`src/rtl/signed_integer_to_radix_digits_assert.svh`:
```
// assertion macros for the radix digit printer
`ifndef SIGNED_INTEGER_TO_RADIX_DIGITS_ASSERT_SVH
`define SIGNED_INTEGER_TO_RADIX_DIGITS_ASSERT_SVH
`ifndef SYNTHESIS
// implication checked on every clock edge out of reset
`define SIRTD_ASSERT(lbl, clk, rst_n, prop) \
    lbl: assert property (@(posedge clk) disable iff (!rst_n) prop) \
        else $error("sirtd assertion failed");
// condition that must never hold out of reset
`define SIRTD_NEVER(lbl, clk, rst_n, cond) \
    lbl: assert property (@(posedge clk) disable iff (!rst_n) !(cond)) \
        else $error("sirtd forbidden condition");
`else
`define SIRTD_ASSERT(lbl, clk, rst_n, prop)
`define SIRTD_NEVER(lbl, clk, rst_n, cond)
`endif
`endif

```
`src/rtl/sirtd_pkg.sv`:
```
// shared types, constants and helpers for the radix digit printer
`default_nettype none
package sirtd_pkg;

    localparam int MaxRadix   = 16;
    localparam int AlphaW     = 8;
    localparam int ValueW     = 32;
    localparam int DigitW     = $clog2(MaxRadix);
    localparam int RadixW     = 5;
    localparam int CfgW       = 64;
    localparam int StackDepth = ValueW;
    localparam int StackIdxW  = $clog2(StackDepth);
    localparam int CountW     = $clog2(StackDepth + 1);
    localparam int ChunkW     = 4;
    localparam int DivSteps   = ValueW / ChunkW;
    localparam int DivCntW    = $clog2(DivSteps);

    localparam logic [AlphaW-1:0] ChPlus  = 8'h2B;
    localparam logic [AlphaW-1:0] ChMinus = 8'h2D;
    localparam logic [AlphaW-1:0] ChLow   = 8'd32;
    localparam logic [AlphaW-1:0] ChHigh  = 8'd126;

    localparam logic [RadixW-1:0] RadixReset     = 5'd10;
    localparam logic [CfgW-1:0]   AlphaLowReset  = 64'h3736353433323130;
    localparam logic [CfgW-1:0]   AlphaHighReset = 64'h0000000000003938;

    // configuration register indexes
    typedef enum logic [1:0] {
        CFG_RADIX      = 2'd0,
        CFG_ALPHA_LOW  = 2'd1,
        CFG_ALPHA_HIGH = 2'd2
    } t_cfg_index;

    // sixteen alphabet characters, character 0 in the low byte
    typedef logic [MaxRadix-1:0][AlphaW-1:0] t_alphabet;

    // result of the alphabet scan
    typedef struct packed {
        logic done;
        logic ok;
    } t_chk_res;

    // result of one division by the radix
    typedef struct packed {
        logic              done;
        logic [ValueW-1:0] quotient;
        logic [DigitW-1:0] remainder;
    } t_div_res;

    // printable and not a sign character
    function automatic logic f_char_ok(input logic [AlphaW-1:0] c);
        return (c != ChPlus) && (c != ChMinus) && (c >= ChLow) && (c <= ChHigh);
    endfunction

endpackage
`default_nettype wire

```
`src/rtl/sirtd_alpha_chk.sv`:
```
// alphabet validity scan, one character per cycle
`default_nettype none
module sirtd_alpha_chk (
    input  wire logic                     i_clk,
    input  wire logic                     i_rst_n,
    input  wire logic                     i_start,
    input  wire logic [4:0]               i_radix,
    input  wire sirtd_pkg::t_alphabet     i_alpha,
    output sirtd_pkg::t_chk_res           o_res
);
    import sirtd_pkg::*;

    typedef enum logic {C_IDLE, C_SCAN} t_state;

    t_state              r_state;
    logic [DigitW-1:0]   r_idx;
    logic                r_done;
    logic                r_ok;
    logic [AlphaW-1:0]   w_char;
    logic                w_dup;
    logic                w_bad;
    logic                w_last;

    // current character against range, signs and every later character in use
    always_comb begin
        w_char = i_alpha[r_idx];
        w_dup  = 1'b0;
        for (int j = 0; j < MaxRadix; j++) begin
            if ((RadixW'(j) > {1'b0, r_idx}) && (RadixW'(j) < i_radix)
                    && (i_alpha[j] == w_char)) begin
                w_dup = 1'b1;
            end
        end
        w_bad  = !f_char_ok(w_char) || w_dup;
        w_last = ({1'b0, r_idx} == (i_radix - 1'b1));
    end

    // scan sequencer
    always_ff @(posedge i_clk) begin
        if (!i_rst_n) begin
            r_state <= C_IDLE;
            r_done  <= 1'b0;
            r_ok    <= 1'b0;
            r_idx   <= '0;
        end else begin
            r_done <= 1'b0;
            unique case (r_state)
                C_IDLE: begin
                    if (i_start) begin
                        if ((i_radix < RadixW'(2)) || (i_radix > RadixW'(MaxRadix))) begin
                            r_done <= 1'b1;
                            r_ok   <= 1'b0;
                        end else begin
                            r_idx   <= '0;
                            r_state <= C_SCAN;
                        end
                    end
                end
                C_SCAN: begin
                    if (w_bad) begin
                        r_done  <= 1'b1;
                        r_ok    <= 1'b0;
                        r_state <= C_IDLE;
                    end else if (w_last) begin
                        r_done  <= 1'b1;
                        r_ok    <= 1'b1;
                        r_state <= C_IDLE;
                    end else begin
                        r_idx <= r_idx + 1'b1;
                    end
                end
                default: r_state <= C_IDLE;
            endcase
        end
    end

    assign o_res.done = r_done;
    assign o_res.ok   = r_ok;

endmodule
`default_nettype wire

```
`src/rtl/sirtd_div_unit.sv`:
```
// divider reused for every digit: 32-bit value by the radix, four quotient bits per cycle
`default_nettype none
module sirtd_div_unit (
    input  wire logic                          i_clk,
    input  wire logic                          i_rst_n,
    input  wire logic                          i_start,
    input  wire logic [sirtd_pkg::ValueW-1:0]  i_dividend,
    input  wire logic [4:0]                    i_divisor,
    output sirtd_pkg::t_div_res                o_res
);
    import sirtd_pkg::*;

    logic                r_busy;
    logic                r_done;
    logic [DivCntW-1:0]  r_cnt;
    logic [ValueW-1:0]   r_quo;
    logic [DigitW-1:0]   r_rem;
    logic [DigitW-1:0]   n_rem;
    logic [ChunkW-1:0]   n_qbits;
    logic [RadixW-1:0]   w_trial;

    // restoring division over the top chunk of the shifting dividend
    always_comb begin
        n_rem   = r_rem;
        n_qbits = '0;
        w_trial = '0;
        for (int k = ChunkW - 1; k >= 0; k--) begin
            w_trial = {n_rem, r_quo[ValueW - ChunkW + k]};
            if (w_trial >= i_divisor) begin
                n_rem      = DigitW'(w_trial - i_divisor);
                n_qbits[k] = 1'b1;
            end else begin
                n_rem = w_trial[DigitW-1:0];
            end
        end
    end

    // step counter and shift registers
    always_ff @(posedge i_clk) begin
        if (!i_rst_n) begin
            r_busy <= 1'b0;
            r_done <= 1'b0;
            r_cnt  <= '0;
        end else begin
            r_done <= 1'b0;
            if (i_start) begin
                r_busy <= 1'b1;
                r_cnt  <= '0;
            end else if (r_busy) begin
                r_cnt <= r_cnt + 1'b1;
                if (r_cnt == DivCntW'(DivSteps - 1)) begin
                    r_busy <= 1'b0;
                    r_done <= 1'b1;
                end
            end
        end
    end

    // datapath, no reset needed
    always_ff @(posedge i_clk) begin
        if (i_start) begin
            r_quo <= i_dividend;
            r_rem <= '0;
        end else if (r_busy) begin
            r_quo <= {r_quo[ValueW-ChunkW-1:0], n_qbits};
            r_rem <= n_rem;
        end
    end

    assign o_res.done      = r_done;
    assign o_res.quotient  = r_quo;
    assign o_res.remainder = r_rem;

endmodule
`default_nettype wire

```
`src/rtl/signed_integer_to_radix_digits.sv`:
```
// top level: signed 32-bit value to text in a configurable radix
`default_nettype none
`include "signed_integer_to_radix_digits_assert.svh"
// Prints each accepted signed value as ASCII text in base radix (2 to 16), using the
// alphabet held in alphabet_low/alphabet_high: a leading '-' for negative values, then
// digits most significant first, o_last set on the final character. The alphabet is
// scanned first, one character a cycle; if the radix is out of range or the alphabet
// holds a sign, a non-printable or a repeated character, the value produces no output.
// One value is worked on at a time and o_stall stays high until its last character has
// been loaded into the output register. Each digit then takes one pass of the divider,
// four quotient bits per cycle; a value has at most 32 digits (in base 2), and zero needs
// no division. Each character then leaves at one per cycle when the receiver does not
// stall. Configuration must be written while idle only; the block does not enforce
// this.
module signed_integer_to_radix_digits (
    input  wire logic                          i_clk,
    input  wire logic                          i_rst_n,
    // configuration write port
    input  wire logic                          i_cfg_we,
    input  wire logic [1:0]                    i_cfg_index,
    input  wire logic [sirtd_pkg::CfgW-1:0]    i_cfg_data,
    // input channel
    input  wire logic                          i_valid,
    output      logic                          o_stall,
    input  wire logic [sirtd_pkg::ValueW-1:0]  i_value,
    // output channel
    output      logic                          o_valid,
    input  wire logic                          i_stall,
    output      logic [sirtd_pkg::AlphaW-1:0]  o_character,
    output      logic                          o_last
);
    import sirtd_pkg::*;

    typedef enum logic [2:0] {
        S_IDLE,
        S_CHECK,
        S_DIV_GO,
        S_DIV,
        S_SIGN,
        S_DIGITS
    } t_state;

    t_state                r_state;
    logic [RadixW-1:0]     r_radix;
    t_alphabet             r_alpha;
    logic                  r_neg;
    logic [ValueW-1:0]     r_mag;
    logic [DigitW-1:0]     r_stack [StackDepth];
    logic [CountW-1:0]     r_cnt;
    logic                  r_out_valid;
    logic [AlphaW-1:0]     r_out_char;
    logic                  r_out_last;

    logic                  w_in_xfer;
    logic                  w_out_free;
    logic                  w_out_load;
    logic [CountW-1:0]     w_top;
    logic [DigitW-1:0]     w_digit;
    t_chk_res              w_chk;
    t_div_res              w_div;

    assign w_in_xfer  = i_valid && (r_state == S_IDLE);
    assign w_out_free = !r_out_valid || !i_stall;
    assign w_out_load = w_out_free && ((r_state == S_SIGN) || (r_state == S_DIGITS));
    assign w_top      = r_cnt - 1'b1;
    assign w_digit    = r_stack[w_top[StackIdxW-1:0]];

    // configuration registers
    always_ff @(posedge i_clk) begin
        if (!i_rst_n) begin
            r_radix <= RadixReset;
            r_alpha <= {AlphaHighReset, AlphaLowReset};
        end else if (i_cfg_we) begin
            unique case (t_cfg_index'(i_cfg_index))
                CFG_RADIX:      r_radix      <= i_cfg_data[RadixW-1:0];
                CFG_ALPHA_LOW:  r_alpha[7:0]  <= i_cfg_data;
                CFG_ALPHA_HIGH: r_alpha[15:8] <= i_cfg_data;
                default:        ;
            endcase
        end
    end

    sirtd_alpha_chk u_chk (
        .i_clk   (i_clk),
        .i_rst_n (i_rst_n),
        .i_start (w_in_xfer),
        .i_radix (r_radix),
        .i_alpha (r_alpha),
        .o_res   (w_chk)
    );

    sirtd_div_unit u_div (
        .i_clk      (i_clk),
        .i_rst_n    (i_rst_n),
        .i_start    (r_state == S_DIV_GO),
        .i_dividend (r_mag),
        .i_divisor  (r_radix),
        .o_res      (w_div)
    );

    // sequencer with digit stack and output register
    always_ff @(posedge i_clk) begin
        if (!i_rst_n) begin
            r_state     <= S_IDLE;
            r_cnt       <= '0;
            r_out_valid <= 1'b0;
        end else begin
            if (w_out_load) begin
                r_out_valid <= 1'b1;
            end else if (r_out_valid && !i_stall) begin
                r_out_valid <= 1'b0;
            end
            unique case (r_state)
                S_IDLE: begin
                    if (w_in_xfer) begin
                        r_neg   <= i_value[ValueW-1];
                        r_mag   <= i_value[ValueW-1] ? (ValueW'(0) - i_value) : i_value;
                        r_cnt   <= '0;
                        r_state <= S_CHECK;
                    end
                end
                S_CHECK: begin
                    if (w_chk.done) begin
                        if (!w_chk.ok) begin
                            r_state <= S_IDLE;
                        end else if (r_mag == '0) begin
                            // zero prints as alphabet character 0
                            r_stack[0] <= '0;
                            r_cnt      <= CountW'(1);
                            r_state    <= r_neg ? S_SIGN : S_DIGITS;
                        end else begin
                            r_state <= S_DIV_GO;
                        end
                    end
                end
                S_DIV_GO: begin
                    r_state <= S_DIV;
                end
                S_DIV: begin
                    if (w_div.done) begin
                        r_stack[r_cnt[StackIdxW-1:0]] <= w_div.remainder;
                        r_cnt <= r_cnt + 1'b1;
                        r_mag <= w_div.quotient;
                        if (w_div.quotient == '0) begin
                            r_state <= r_neg ? S_SIGN : S_DIGITS;
                        end else begin
                            r_state <= S_DIV_GO;
                        end
                    end
                end
                S_SIGN: begin
                    if (w_out_free) begin
                        r_out_char  <= ChMinus;
                        r_out_last  <= 1'b0;
                        r_state     <= S_DIGITS;
                    end
                end
                S_DIGITS: begin
                    // pop most significant digit first
                    if (w_out_free) begin
                        r_out_char  <= r_alpha[w_digit];
                        r_out_last  <= (r_cnt == CountW'(1));
                        r_cnt       <= w_top;
                        if (r_cnt == CountW'(1)) begin
                            r_state <= S_IDLE;
                        end
                    end
                end
                default: r_state <= S_IDLE;
            endcase
        end
    end

    assign o_stall     = (r_state != S_IDLE);
    assign o_valid     = r_out_valid;
    assign o_character = r_out_char;
    assign o_last      = r_out_last;

    // a transfer in closes the input until the last character is loaded for output
    `SIRTD_ASSERT(a_busy_after_in, i_clk, i_rst_n, (i_valid && !o_stall) |=> o_stall)
    // digit stack never overflows
    `SIRTD_NEVER(a_stack_bound, i_clk, i_rst_n, r_cnt > CountW'(StackDepth))
    // the final character is always a digit, never the sign
    `SIRTD_NEVER(a_last_not_sign, i_clk, i_rst_n, o_valid && o_last && (o_character == ChMinus))

endmodule
`default_nettype wire

```
`config.mk`:
```
export PLATFORM = sky130hd
export DESIGN_NAME = signed_integer_to_radix_digits
export DESIGN_NICKNAME = d
export VERILOG_FILES = /design/src/rtl/sirtd_pkg.sv /design/src/rtl/sirtd_alpha_chk.sv /design/src/rtl/sirtd_div_unit.sv /design/src/rtl/signed_integer_to_radix_digits.sv
export VERILOG_INCLUDE_DIRS = /design/src /design/src/rtl
export SDC_FILE = /design/constraint.sdc
export NUM_CORES = 1
export LEC_CHECK = 0
export BUFFER_PORTS_ARGS = -buffer_cell sky130_fd_sc_hd__buf_2
export CAP_MARGIN = 30
export CORE_MARGIN = 2
export CORE_UTILIZATION = 57
export DETAILED_ROUTE_END_ITERATION = 8
export PLACE_DENSITY = 0.84
export SLEW_MARGIN = 20
export SYNTH_ARGS = -nofsm -noshare
export SYNTH_HDL_FRONTEND = slang
export SYNTH_SLANG_ARGS = --single-unit
export TNS_END_PERCENT = 5
```
`constraint.sdc`:
```
create_clock -name i_clk -period 12.7 [get_ports i_clk]
set_input_delay 0.635 -clock i_clk [delete_from_list [all_inputs] [get_ports i_clk]]
set_output_delay 0.635 -clock i_clk [all_outputs]
set_load 0.02 [all_outputs]
```
# Word level (Yosys, flattened, before mapping)
# Memories as Yosys holds them, arrays and structs flattened.
# Index checks and enable logic that the tools add are counted.
# totals
ff_bits,233
ramBits,128
wordCells,290
mem_count,1
# mem_list
name,words,width,rd,rd_ports_with_merged_regs,write_ports,line_no,text
r_stack,32,4,1,0,1,signed_integer_to_radix_digits.sv:48,logic [DigitW-1:0] r_stack [StackDepth];
# classes
n_addsub,10
n_lt_le_gt_ge,40
n_eq_ne,41
mux,96
bitwise,3
n_reduce_logical,66
# op_table
op,count
$mux 32,5
$eq 8x8->1,15
$bmux 8 s4,2
$logic_not 32->1,2
$pmux 32 s2,1
$mux 1,51
$lt 4x5->1 const A,8
$logic_and 1x1->1,36
$mux 4,9
$mux 6,6
$gt 4x4->1 const A,8
$mux 8,4
$sub 1x32->32 const A,1
$mux 3,9
$pmux 6 s4,1
$ge 5x5->1,4
$lt 3x5->1 const A,4
$pmux 3 s6,1
$gt 3x4->1 const A,4
$ne 8x6->1 const B,2
$pmux 8 s2,1
$sub 4x4->4,4
$ne 2x1->1 const B,7
$ne 2x2->1 const B,6
other kinds (41),65

# Depth between registers and ports, before layout
# Gate-level depths: netlist of the first run.
# depth
depth_word,22
mapped_depth,36

# Modules after synthesis
# A second synthesis of the first run with hierarchy kept.
# unflattened
hier_cells,2005
hier_area_um2,20576.0
# modules_own_cells
module,instances,cells_each,area_per_inst_um2
signed_integer_to_radix_digits,1,1349,14416.3
sirtd_alpha_chk,1,439,3554.7
sirtd_div_unit,1,217,2605.0

# Worst setup path after synthesis of the first run
# No wires, ideal clock.
# synth_timing
path_kind,register to register
startpoint,reg r_radix[1]
endpoint,reg u_div.r_rem[1]
arrival_time_ns,6.700
setup_slack_ns,5.872
path_stages_with_launch,37
period_less_slack_ns,6.828
cell_sequence,dfxtp_1 -> clkbuf_1 -> inv_1 -> ha_1 -> nor2b_1 -> o21ai_0 -> nand3b_1 -> a21o_1 -> a21o_1 -> mux2_2 -> inv_1 -> ha_1 -> nor2b_1 -> o21ai_0 -> a31oi_1 -> o21ai_0 -> nand2b_1 -> clkbuf_1 -> mux2_2 -> inv_1 -> ha_1 -> nor2b_1 -> o21ai_0 -> nand2b_1 -> a31o_2 -> a21o_1 -> a21o_1 -> mux2i_1 -> ha_1 -> o21ai_0 -> a21boi_0 -> o21ai_0 -> nand2b_1 -> a21oi_1 -> mux2_2 -> mux2i_1 -> nor2_1
# synth_via
elab_chain_len,8
elab_cells_between_ends,12
classes_between,add/sub: 4; order compare: 4; mux: 4
# synth_rtl
element,line_no,text
start: declaration,signed_integer_to_radix_digits.sv:44,logic [RadixW-1:0] r_radix;
start signal: assignment,signed_integer_to_radix_digits.sv:71,r_radix <= RadixReset;
start signal: assignment,signed_integer_to_radix_digits.sv:75,CFG_RADIX: r_radix <= i_cfg_data[RadixW-1:0];
$sub 4x4->4 / $ge 5x5->1 (equally long branches),"sirtd_div_unit.sv:30, sirtd_div_unit.sv:29",
$mux 4,sirtd_div_unit.sv:29,if (w_trial >= i_divisor) begin
$sub 4x4->4 / $ge 5x5->1 (equally long branches),"sirtd_div_unit.sv:30, sirtd_div_unit.sv:29",
$mux 4,sirtd_div_unit.sv:29,
$ge 5x5->1 / $sub 4x4->4 (equally long branches),"sirtd_div_unit.sv:29, sirtd_div_unit.sv:30",
$mux 4,sirtd_div_unit.sv:29,
$sub 4x4->4 / $ge 5x5->1 (equally long branches),"sirtd_div_unit.sv:30, sirtd_div_unit.sv:29",
$mux 4 *,sirtd_div_unit.sv:29,
end signal: assignment,sirtd_div_unit.sv:66,r_rem <= n_rem;
end: declaration,sirtd_div_unit.sv:17,logic [DigitW-1:0] r_rem;
# Mark *: on every way between the ends. The rest lies on a longest branch, timed or not.
# A chain may end at the register's enable or synchronous reset.

# Worst setup path in the final report of the first run
# layout_timing
startpoint,reg r_radix[1]
endpoint,reg u_div.r_rem[2]
# Same word-level chain as after synthesis.

==> impl_results.rst, run 1 <==
.. list-table::
   :header-rows: 1

   * - Metric
     - Value
   * - Maximum clock frequency
     - 0.1300 GHz
   * - Static leakage
     - 8.467 nW
   * - Combinational share of power
     - 25.6%
   * - Most common cell after layout, fill and taps aside
     - sky130_fd_sc_hd__nand2_1
   * - Final number of hold-violating endpoints
     - 0
   * - Mean instance size in the synthesized netlist
     - 10.11 um^2
   * - Critical path's slowest cell
     - sky130_fd_sc_hd__dfxtp_1
   * - Number of unique standard cell types used by synthesis
     - 79
   * - Result of the run
     - complete, no violations
   * - Area of the placeable core
     - 35310 um^2
   * - Worst setup path class
     - register to register
   * - Post-route minimum period
     - 7.692 ns
   * - Htree depth
     - 2
   * - Routed WL
     - 55.83 mm
   * - Number of global-route vias before repair
     - 15590
   * - Top flip-flop cell by instance count after synthesis
     - sky130_fd_sc_hd__edfxtp_1
   * - CTS clk-pin slew, worst paths
     - 0.06 ns
   * - Number of nets with antenna violations after routing
     - 0
   * - Final Cell Area
     - 22350 um^2
   * - Setup repair after global routing missed its margin
     - false
   * - Wire length on met2
     - 26.18 mm
   * - Number of max-slew violations in the final report
     - 0
   * - # Post-CTS Setup Buffers
     - 0
   * - Highest metal used
     - met5
   * - Power Density
     - 146.5 nW/um^2
   * - Leading cell types in the layout, fill and taps excluded
     - sky130_fd_sc_hd__nand2_1 (442), sky130_fd_sc_hd__edfxtp_1 (202), sky130_fd_sc_hd__dfxtp_1 (157), sky130_fd_sc_hd__buf_2 (112), sky130_fd_sc_hd__a21boi_0 (96)
   * - Wire length of the first global-routing pass
     - 86.40 mm
   * - Cell area after synthesis
     - 20300 um^2
   * - Most Frequent Cell on Critical Path
     - sky130_fd_sc_hd__o21ai_0
   * - Skew final
     - 0.01555 ns
   * - Count of placed standard cells in the final layout, fillers left out
     - 2551
   * - Highest ir drop seen on vdd
     - 0.1507 mV
   * - CTS root buf
     - sky130_fd_sc_hd__clkbuf_16
   * - Maximum buffer depth of the clock tree
     - 3
   * - Std-Cell Rows
     - 69
   * - WL/cell
     - 21.88 um
   * - Crit. End Element
     - register
   * - Setup TNS after final layout
     - 0 ns
   * - Sum of met3 wire segment lengths after detailed routing
     - 4.843 mm
   * - Async SR Flop Fraction
     - 0%
   * - Fraction of layout cells with a size suffix above 1
     - 15.57%
   * - Critical path launch point type
     - register
   * - Share of total power in sequential cells
     - 40.2%
   * - Remaining global-route overflow
     - 0
   * - Synth warnings
     - 0
   * - Placement-stage worst setup slack
     - 5.001 ns
   * - Actual transition at the worst max-transition pin
     - 0.9379 ns
   * - Weighted congestion at the end of routability-driven global placement
     - 0.9605
   * - Synthesized flop and latch total
     - 361
   * - Switching power
     - 0.0009879 W
   * - Hold-fix buffer count after cts
     - 0
   * - Via-to-Cell Ratio
     - 6.361
   * - Number of sinks on the clock net
     - 361
   * - Number of failing setup endpoints in the final timing report
     - 0
   * - Critical Path RT
     - 13.14 ns
   * - Area delta synth->final
     - 10.14%
   * - Internal portion of total power
     - 0.002286 W
   * - Nets
     - 2197
   * - Initial antenna violation count
     - 5
   * - Slew Limit Headroom
     - 36.14%
   * - Placed wire-length estimate
     - 37.92 mm
   * - EDFF count, synth
     - 202
   * - Placed inst area
     - 21070 um^2
   * - Worst path arrival time
     - 8.13 ns
   * - Number of buffers added on ports
     - 113
   * - Final critical-path setup slack
     - 5.008 ns
   * - Met1 WL
     - 21.88 mm
   * - Gate Count Post-Synth
     - 2007
   * - Worst Path Max Fanout
     - 11
   * - Register area share after synthesis
     - 45.57%
   * - Area of the die
     - 37130 um^2
   * - Die X-Extent
     - 192.7 um
   * - Aggregate global-route resource usage
     - 30.14%
   * - First-pass iteration count of the detailed router
     - 5
   * - Clock tree from TritonCTS
     - done
   * - Clock latency on the worst-skew pair
     - 0.57 ns
   * - Die height
     - 192.7 um
   * - Syn nets
     - 2146
   * - Total CTS buffers
     - 39
   * - DRC violation total after the first TritonRoute iteration
     - 1714
   * - Effective utilization at floorplan
     - 57.48%
   * - Vias after detailed routing
     - 16230
   * - Fin crit share
     - 60.57%
   * - Largest net degree at the start of global routing
     - 118
   * - # resized after CTS
     - 0
   * - Worst hold path class
     - input port to register
   * - Final core occ
     - 63.30%
   * - Power share of the clock group
     - 34.2%
   * - Number of I/O pins
     - 114
   * - Max-capacitance violation count
     - 0
   * - Residual DRC count
     - 0
   * - Number of cells in the design after placement
     - 2476
   * - Net switching share of the total power
     - 30.17%
   * - Delay of the slowest cell on the worst path
     - 0.61 ns
[critical path: cells and delay by family (launching register included)]
family                     cells  cell delay [ns]
buffers and inverters          3             0.49
adders and majority gates      4             1.16
DFF                            1             0.61
AOI/OAI and AO/OA             14             2.75
muxes                          5             1.58
and+or+nand+nor                8             0.96
[metrics by stage]
| step | total power, W | hold WS, ns |
|---|---|---|
| final | 0.003274 | 0.2982 |
| after floorplan | 0.001988 | 0.4533 |
| after CTS | 0.003277 | 0.2862 |
| after detailed placement | 0.002169 | 0.4873 |
| after global placement | 0.002142 | 0.4679 |
| after global routing | 0.003424 | 0.3100 |
[cell usage after synthesis (all sizes together), types with 6 or more instances]
master | n | area [um^2]
mux2i | 75 | 770.7
nor2b | 34 | 212.7
nand3 | 75 | 385.4
edfxtp | 202 | 6066
o31ai | 8 | 70.06
a21boi | 98 | 735.7
a21oi | 42 | 266.5
inv | 29 | 108.9
and3 | 8 | 50.05
mux2 | 24 | 270.3
a21o | 6 | 45.04
nand2b | 11 | 68.82
a22o | 6 | 52.55
ha | 32 | 400.4
or4 | 10 | 90.08
nor3 | 18 | 90.09
nor2 | 87 | 326.6
clkbuf | 80 | 300.3
dfxtp | 159 | 3183
nand4 | 18 | 112.6
and2 | 12 | 77.58
a211oi | 34 | 275.3
nand2 | 444 | 1672
buf | 49 | 317.8
xnor2 | 91 | 804.5
xor2 | 72 | 630.6
or3 | 9 | 61.31
mux4 | 60 | 1351
o211ai | 21 | 167.7
o21ai | 83 | 415.4
o221ai | 11 | 96.34
nor4 | 34 | 227.7
[area by class of cell]
class                      count  area [um^2]
multi-input combinational   1486        10340
timing repair buffer         139        825.8
fill                        2679        12960
clock buffer                  48         1020
inverter                      31        116.4
sequential                   361         9251
antenna                        2        5.005
clock inverter                23        214.0
tap                          461        576.8
[flip-flops by register name, summed over array words and instances, names as in the netlist]
| signal | count |
|---|---|
| o_character | 8 |
| o_last | 1 |
| o_valid | 1 |
| r_alpha | 128 |
| r_cnt | 6 |
| r_mag | 32 |
| r_neg | 1 |
| r_radix | 5 |
| r_stack | 128 |
| r_state | 3 |
| u_chk.r_done | 1 |
| u_chk.r_idx | 4 |
| u_chk.r_ok | 1 |
| u_chk.r_state | 1 |
| u_div.r_busy | 1 |
| u_div.r_cnt | 3 |
| u_div.r_done | 1 |
| u_div.r_quo | 32 |
| u_div.r_rem | 4 |
[layer usage]
metal | vias up | GRT usage (%)
met2 | 844 | 48.11
met3 | 176 | 5.256
met4 | 6 | 15.94
met1 | 7886 | 39.32
met5 | - | 0
li1 | 7315 | -
[final timing paths]
kind                                      from        endpoint  slack, ns  depth (start not counted)
worst max-delay path                r_radix[1]  u_div.r_rem[2]       5.01                         34
worst min-delay path            i_cfg_data[36]     r_alpha[36]       0.30                          3
worst max register to register      r_radix[1]  u_div.r_rem[2]       5.01                         34
worst min register to register      r_alpha[3]      r_alpha[3]       0.50                          2
[logic make-up (layout without fill, tap and decap cells)]
family / after synthesis / in the layout / share of synthesized area (%)
other cells: 0 / 2 / 0
simple gates: 781 / 781 / 17.44
compound gates: 347 / 347 / 12.14
buf+inv: 160 / 241 / 3.619
mux: 159 / 159 / 11.79
fa+ha+maj: 36 / 36 / 2.367
xor+xnor: 163 / 163 / 7.071
flops: 361 / 361 / 45.57
[power groups by stage]
stage / Sequential [W] / Clock (W) / Combinational [W]
floorplan: 0.00132 / 0 / 0.000669
global placement: 0.00134 / 0 / 0.000806
detailed placement: 0.00134 / 0 / 0.000830
CTS: 0.00131 / 0.00113 / 0.000834
global route: 0.00132 / 0.00117 / 0.000931
finish: 0.00132 / 0.00112 / 0.000837
No activity file was read; power rests on OpenSTA's default activity.
==> inputs of run 2 (changes only) <==
- CORE_UTILIZATION: 57 -> 56
- PLACE_DENSITY: 0.84 -> 0.86
- clock period: 12.7 -> 6.3 ns (I/O delays scaled with it)
==> impl_results.rst, run 2 (synthesized netlist as in run 1, its figures left out) <==
.. list-table::
   :header-rows: 1

   * - Metric
     - Value
   * - Setup TNS after final layout
     - 0 ns (unchanged)
   * - Clock latency on the worst-skew pair
     - 0.58 ns (was 0.57 ns)
   * - Nets
     - 2243 (was 2197)
   * - Critical path's slowest cell
     - sky130_fd_sc_hd__dfxtp_2 (was sky130_fd_sc_hd__dfxtp_1)
   * - Residual DRC count
     - 5 (was 0)
   * - Vias after detailed routing
     - 16580 (was 16230)
   * - Number of failing setup endpoints in the final timing report
     - 0 (unchanged)
   * - Power Density
     - 315.0 nW/um^2 (was 146.5 nW/um^2)
   * - Most common cell after layout, fill and taps aside
     - sky130_fd_sc_hd__nand2_1 (unchanged)
   * - Die X-Extent
     - 194.4 um (was 192.7 um)
   * - Maximum clock frequency
     - 0.1606 GHz (was 0.1300 GHz)
   * - Fin crit share
     - 98.83% (was 60.57%)
   * - Maximum buffer depth of the clock tree
     - 3 (unchanged)
   * - Routed WL
     - 57.50 mm (was 55.83 mm)
   * - Effective utilization at floorplan
     - 56.92% (was 57.48%)
   * - Final number of hold-violating endpoints
     - 0 (unchanged)
   * - Remaining global-route overflow
     - 0 (unchanged)
   * - Crit. End Element
     - register (unchanged)
   * - Placed wire-length estimate
     - 38.49 mm (was 37.92 mm)
   * - Number of max-slew violations in the final report
     - 0 (unchanged)
   * - Worst setup path class
     - register to register (unchanged)
   * - Worst Path Max Fanout
     - 6 (was 11)
   * - Slew Limit Headroom
     - 34.26% (was 36.14%)
   * - Post-route minimum period
     - 6.226 ns (was 7.692 ns)
   * - Leading registers by flop count
     - r_alpha x128, r_stack x128 (unchanged)
   * - Most Frequent Cell on Critical Path
     - sky130_fd_sc_hd__o21ai_1 (was sky130_fd_sc_hd__o21ai_0)
   * - Number of sinks on the clock net
     - 361 (unchanged)
   * - Area of the placeable core
     - 35660 um^2 (was 35310 um^2)
   * - Critical Path RT
     - 6.76 ns (was 13.14 ns)
   * - Hold Crit Depth
     - 3 (unchanged)
   * - Max-capacitance violation count
     - 0 (unchanged)
   * - Critical path launch point type
     - register (unchanged)
   * - Delay of the slowest cell on the worst path
     - 0.35 ns (was 0.61 ns)
   * - Aggregate global-route resource usage
     - 29.92% (was 30.14%)
   * - Number of global-route vias before repair
     - 15920 (was 15590)
   * - Htree depth
     - 2 (unchanged)
   * - Weighted congestion at the end of routability-driven global placement
     - 0.9656 (was 0.9605)
   * - Die height
     - 194.4 um (was 192.7 um)
   * - Total CTS buffers
     - 40 (was 39)
   * - Number of nets with antenna violations after routing
     - 0 (unchanged)
   * - Clock tree from TritonCTS
     - done (unchanged)
   * - Fraction of layout cells with a size suffix above 1
     - 17.34% (was 15.57%)
   * - WL/cell
     - 22.15 um (was 21.88 um)
   * - Worst hold path class
     - input port to register (unchanged)
   * - Static leakage
     - 8.729 nW (was 8.467 nW)
   * - Std-Cell Rows
     - 69 (unchanged)
   * - Area delta synth->final
     - 13.00% (was 10.14%)
   * - Worst path arrival time
     - 6.68 ns (was 8.13 ns)
   * - Wire length of the first global-routing pass
     - 89.27 mm (was 86.40 mm)
   * - Largest net degree at the start of global routing
     - 118 (unchanged)
   * - Skew final
     - 0.03024 ns (was 0.01555 ns)
   * - Area of the die
     - 37780 um^2 (was 37130 um^2)
   * - First-pass iteration count of the detailed router
     - 9 (was 5)
   * - Violated checks
     - DRC
   * - Highest ir drop seen on vdd
     - 0.3106 mV (was 0.1507 mV)
   * - Leading cell types in the layout, fill and taps excluded
     - sky130_fd_sc_hd__nand2_1 (442), sky130_fd_sc_hd__edfxtp_1 (202), sky130_fd_sc_hd__dfxtp_1 (156), sky130_fd_sc_hd__buf_2 (112), sky130_fd_sc_hd__a21boi_0 (95) (was sky130_fd_sc_hd__nand2_1 (442), sky130_fd_sc_hd__edfxtp_1 (202), sky130_fd_sc_hd__dfxtp_1 (157), sky130_fd_sc_hd__buf_2 (112), sky130_fd_sc_hd__a21boi_0 (96))
   * - Number of buffers added on ports
     - 113 (unchanged)
   * - CTS clk-pin slew, worst paths
     - 0.07 ns (was 0.06 ns)
   * - FF-to-FF path depth
     - 34 (unchanged)
   * - Actual transition at the worst max-transition pin
     - 0.9655 ns (was 0.9379 ns)
   * - Result of the run
     - finished with violations (was complete, no violations)
   * - Number of I/O pins
     - 114 (unchanged)
   * - Initial antenna violation count
     - 2 (was 5)
   * - Via-to-Cell Ratio
     - 6.388 (was 6.361)
   * - CTS root buf
     - sky130_fd_sc_hd__clkbuf_16 (unchanged)
   * - DRC violation total after the first TritonRoute iteration
     - 1897 (was 1714)
   * - Overall Power
     - 0.007223 W (was 0.003274 W)
run 2: cell types whose count changed in the layout (fill, tap and decap cells not counted), moves of 3 or more:
cell / previous run / this run
sky130_fd_sc_hd__o21ai_0: 69 / 63
sky130_fd_sc_hd__mux2_4: 0 / 4
sky130_fd_sc_hd__mux2_2: 24 / 20
sky130_fd_sc_hd__ha_1: 32 / 29
sky130_fd_sc_hd__clkbuf_2: 0 / 3
sky130_fd_sc_hd__mux2i_1: 70 / 67
sky130_fd_sc_hd__o21ai_1: 14 / 19
sky130_fd_sc_hd__clkinv_1: 10 / 5
sky130_fd_sc_hd__dlygate4sd3_1: 0 / 22
sky130_fd_sc_hd__ha_4: 0 / 3
sky130_fd_sc_hd__buf_4: 21 / 44
run 2: worst max-delay path: cells and delay by family, from the launching register on:
| kind | cells | cell delay [ns] |
|---|---|---|
| AO/OA/AOI/OAI | 14 | 2.35 |
| adder cells (fa/ha/maj) | 4 | 0.95 |
| buffers and inverters | 3 | 0.26 |
| flip-flops | 1 | 0.35 |
| multiplexers | 5 | 1.33 |
| AND/OR/NAND/NOR | 8 | 0.83 |
run 2: area by class of cell:
| type | count | area [um^2] |
|---|---|---|
| diodes | 1 | 2.502 |
| clock buffers | 53 | 1084 |
| clock inverters | 19 | 220.2 |
| fillers | 2612 | 12720 |
| inverters | 31 | 120.1 |
| multi-input cells | 1486 | 10450 |
| flip-flops and latches | 361 | 9253 |
| well taps | 461 | 576.8 |
| repair buffers | 184 | 1229 |
run 2: worst paths after layout:
path                       start        endpoint  slack (ns)
hold reg to reg       r_alpha[7]      r_alpha[7]        0.49
setup reg to reg      r_radix[1]  u_div.r_rem[2]        0.07
setup / recovery      r_radix[1]  u_div.r_rem[2]        0.07
hold / removal    i_cfg_data[16]     r_alpha[16]        0.02
run 2: per-stage QoR:
| stage | hold WS, ns | cell area, um^2 | cells | setup WS, ns | util (%) |
|---|---|---|---|---|---|
| after floorplan | 0.4139 | 20340 | 2007 | 0.01966 | - |
| after global placement | 0.4716 | 21150 | 2484 | 0.1326 | 59.33 |
| after detailed placement | 0.4796 | 21190 | 2487 | -0.1196 | 59.43 |
| after CTS | 0.008383 | 22740 | 2583 | 0.01959 | 63.76 |
| after global routing | 0.03368 | 22930 | 2596 | -0.1514 | 64.32 |
| final | 0.01838 | 22930 | 2596 | 0.07375 | 64.32 |
run 2: report_power, final:
part	switching (W)	total [W]	internal, W
registers	0.000106	0.00267	0.00256
logic	0.00112	0.00220	0.00108
clock network	0.00100	0.00236	0.00135
run 2: timing repair:
action                     4_1_cts  5_1_grt
hold buffers                    22        0
hold endpoints to repair        25        0
setup endpoints to repair        2        5
pin swaps                        2       11
buffers inserted                 2       10
gates resized for setup          2       18
run 2: layer usage:
layer	global-route usage, %	wire, um	vias up	part of all wire (%)
met5	0	13	-	0.023
met4	14.53	2992	2	5.2
met3	5.327	5127	205	8.9
met2	50.33	27420	981	48
met1	37.49	21950	7994	38
li1	-	-	7400	-
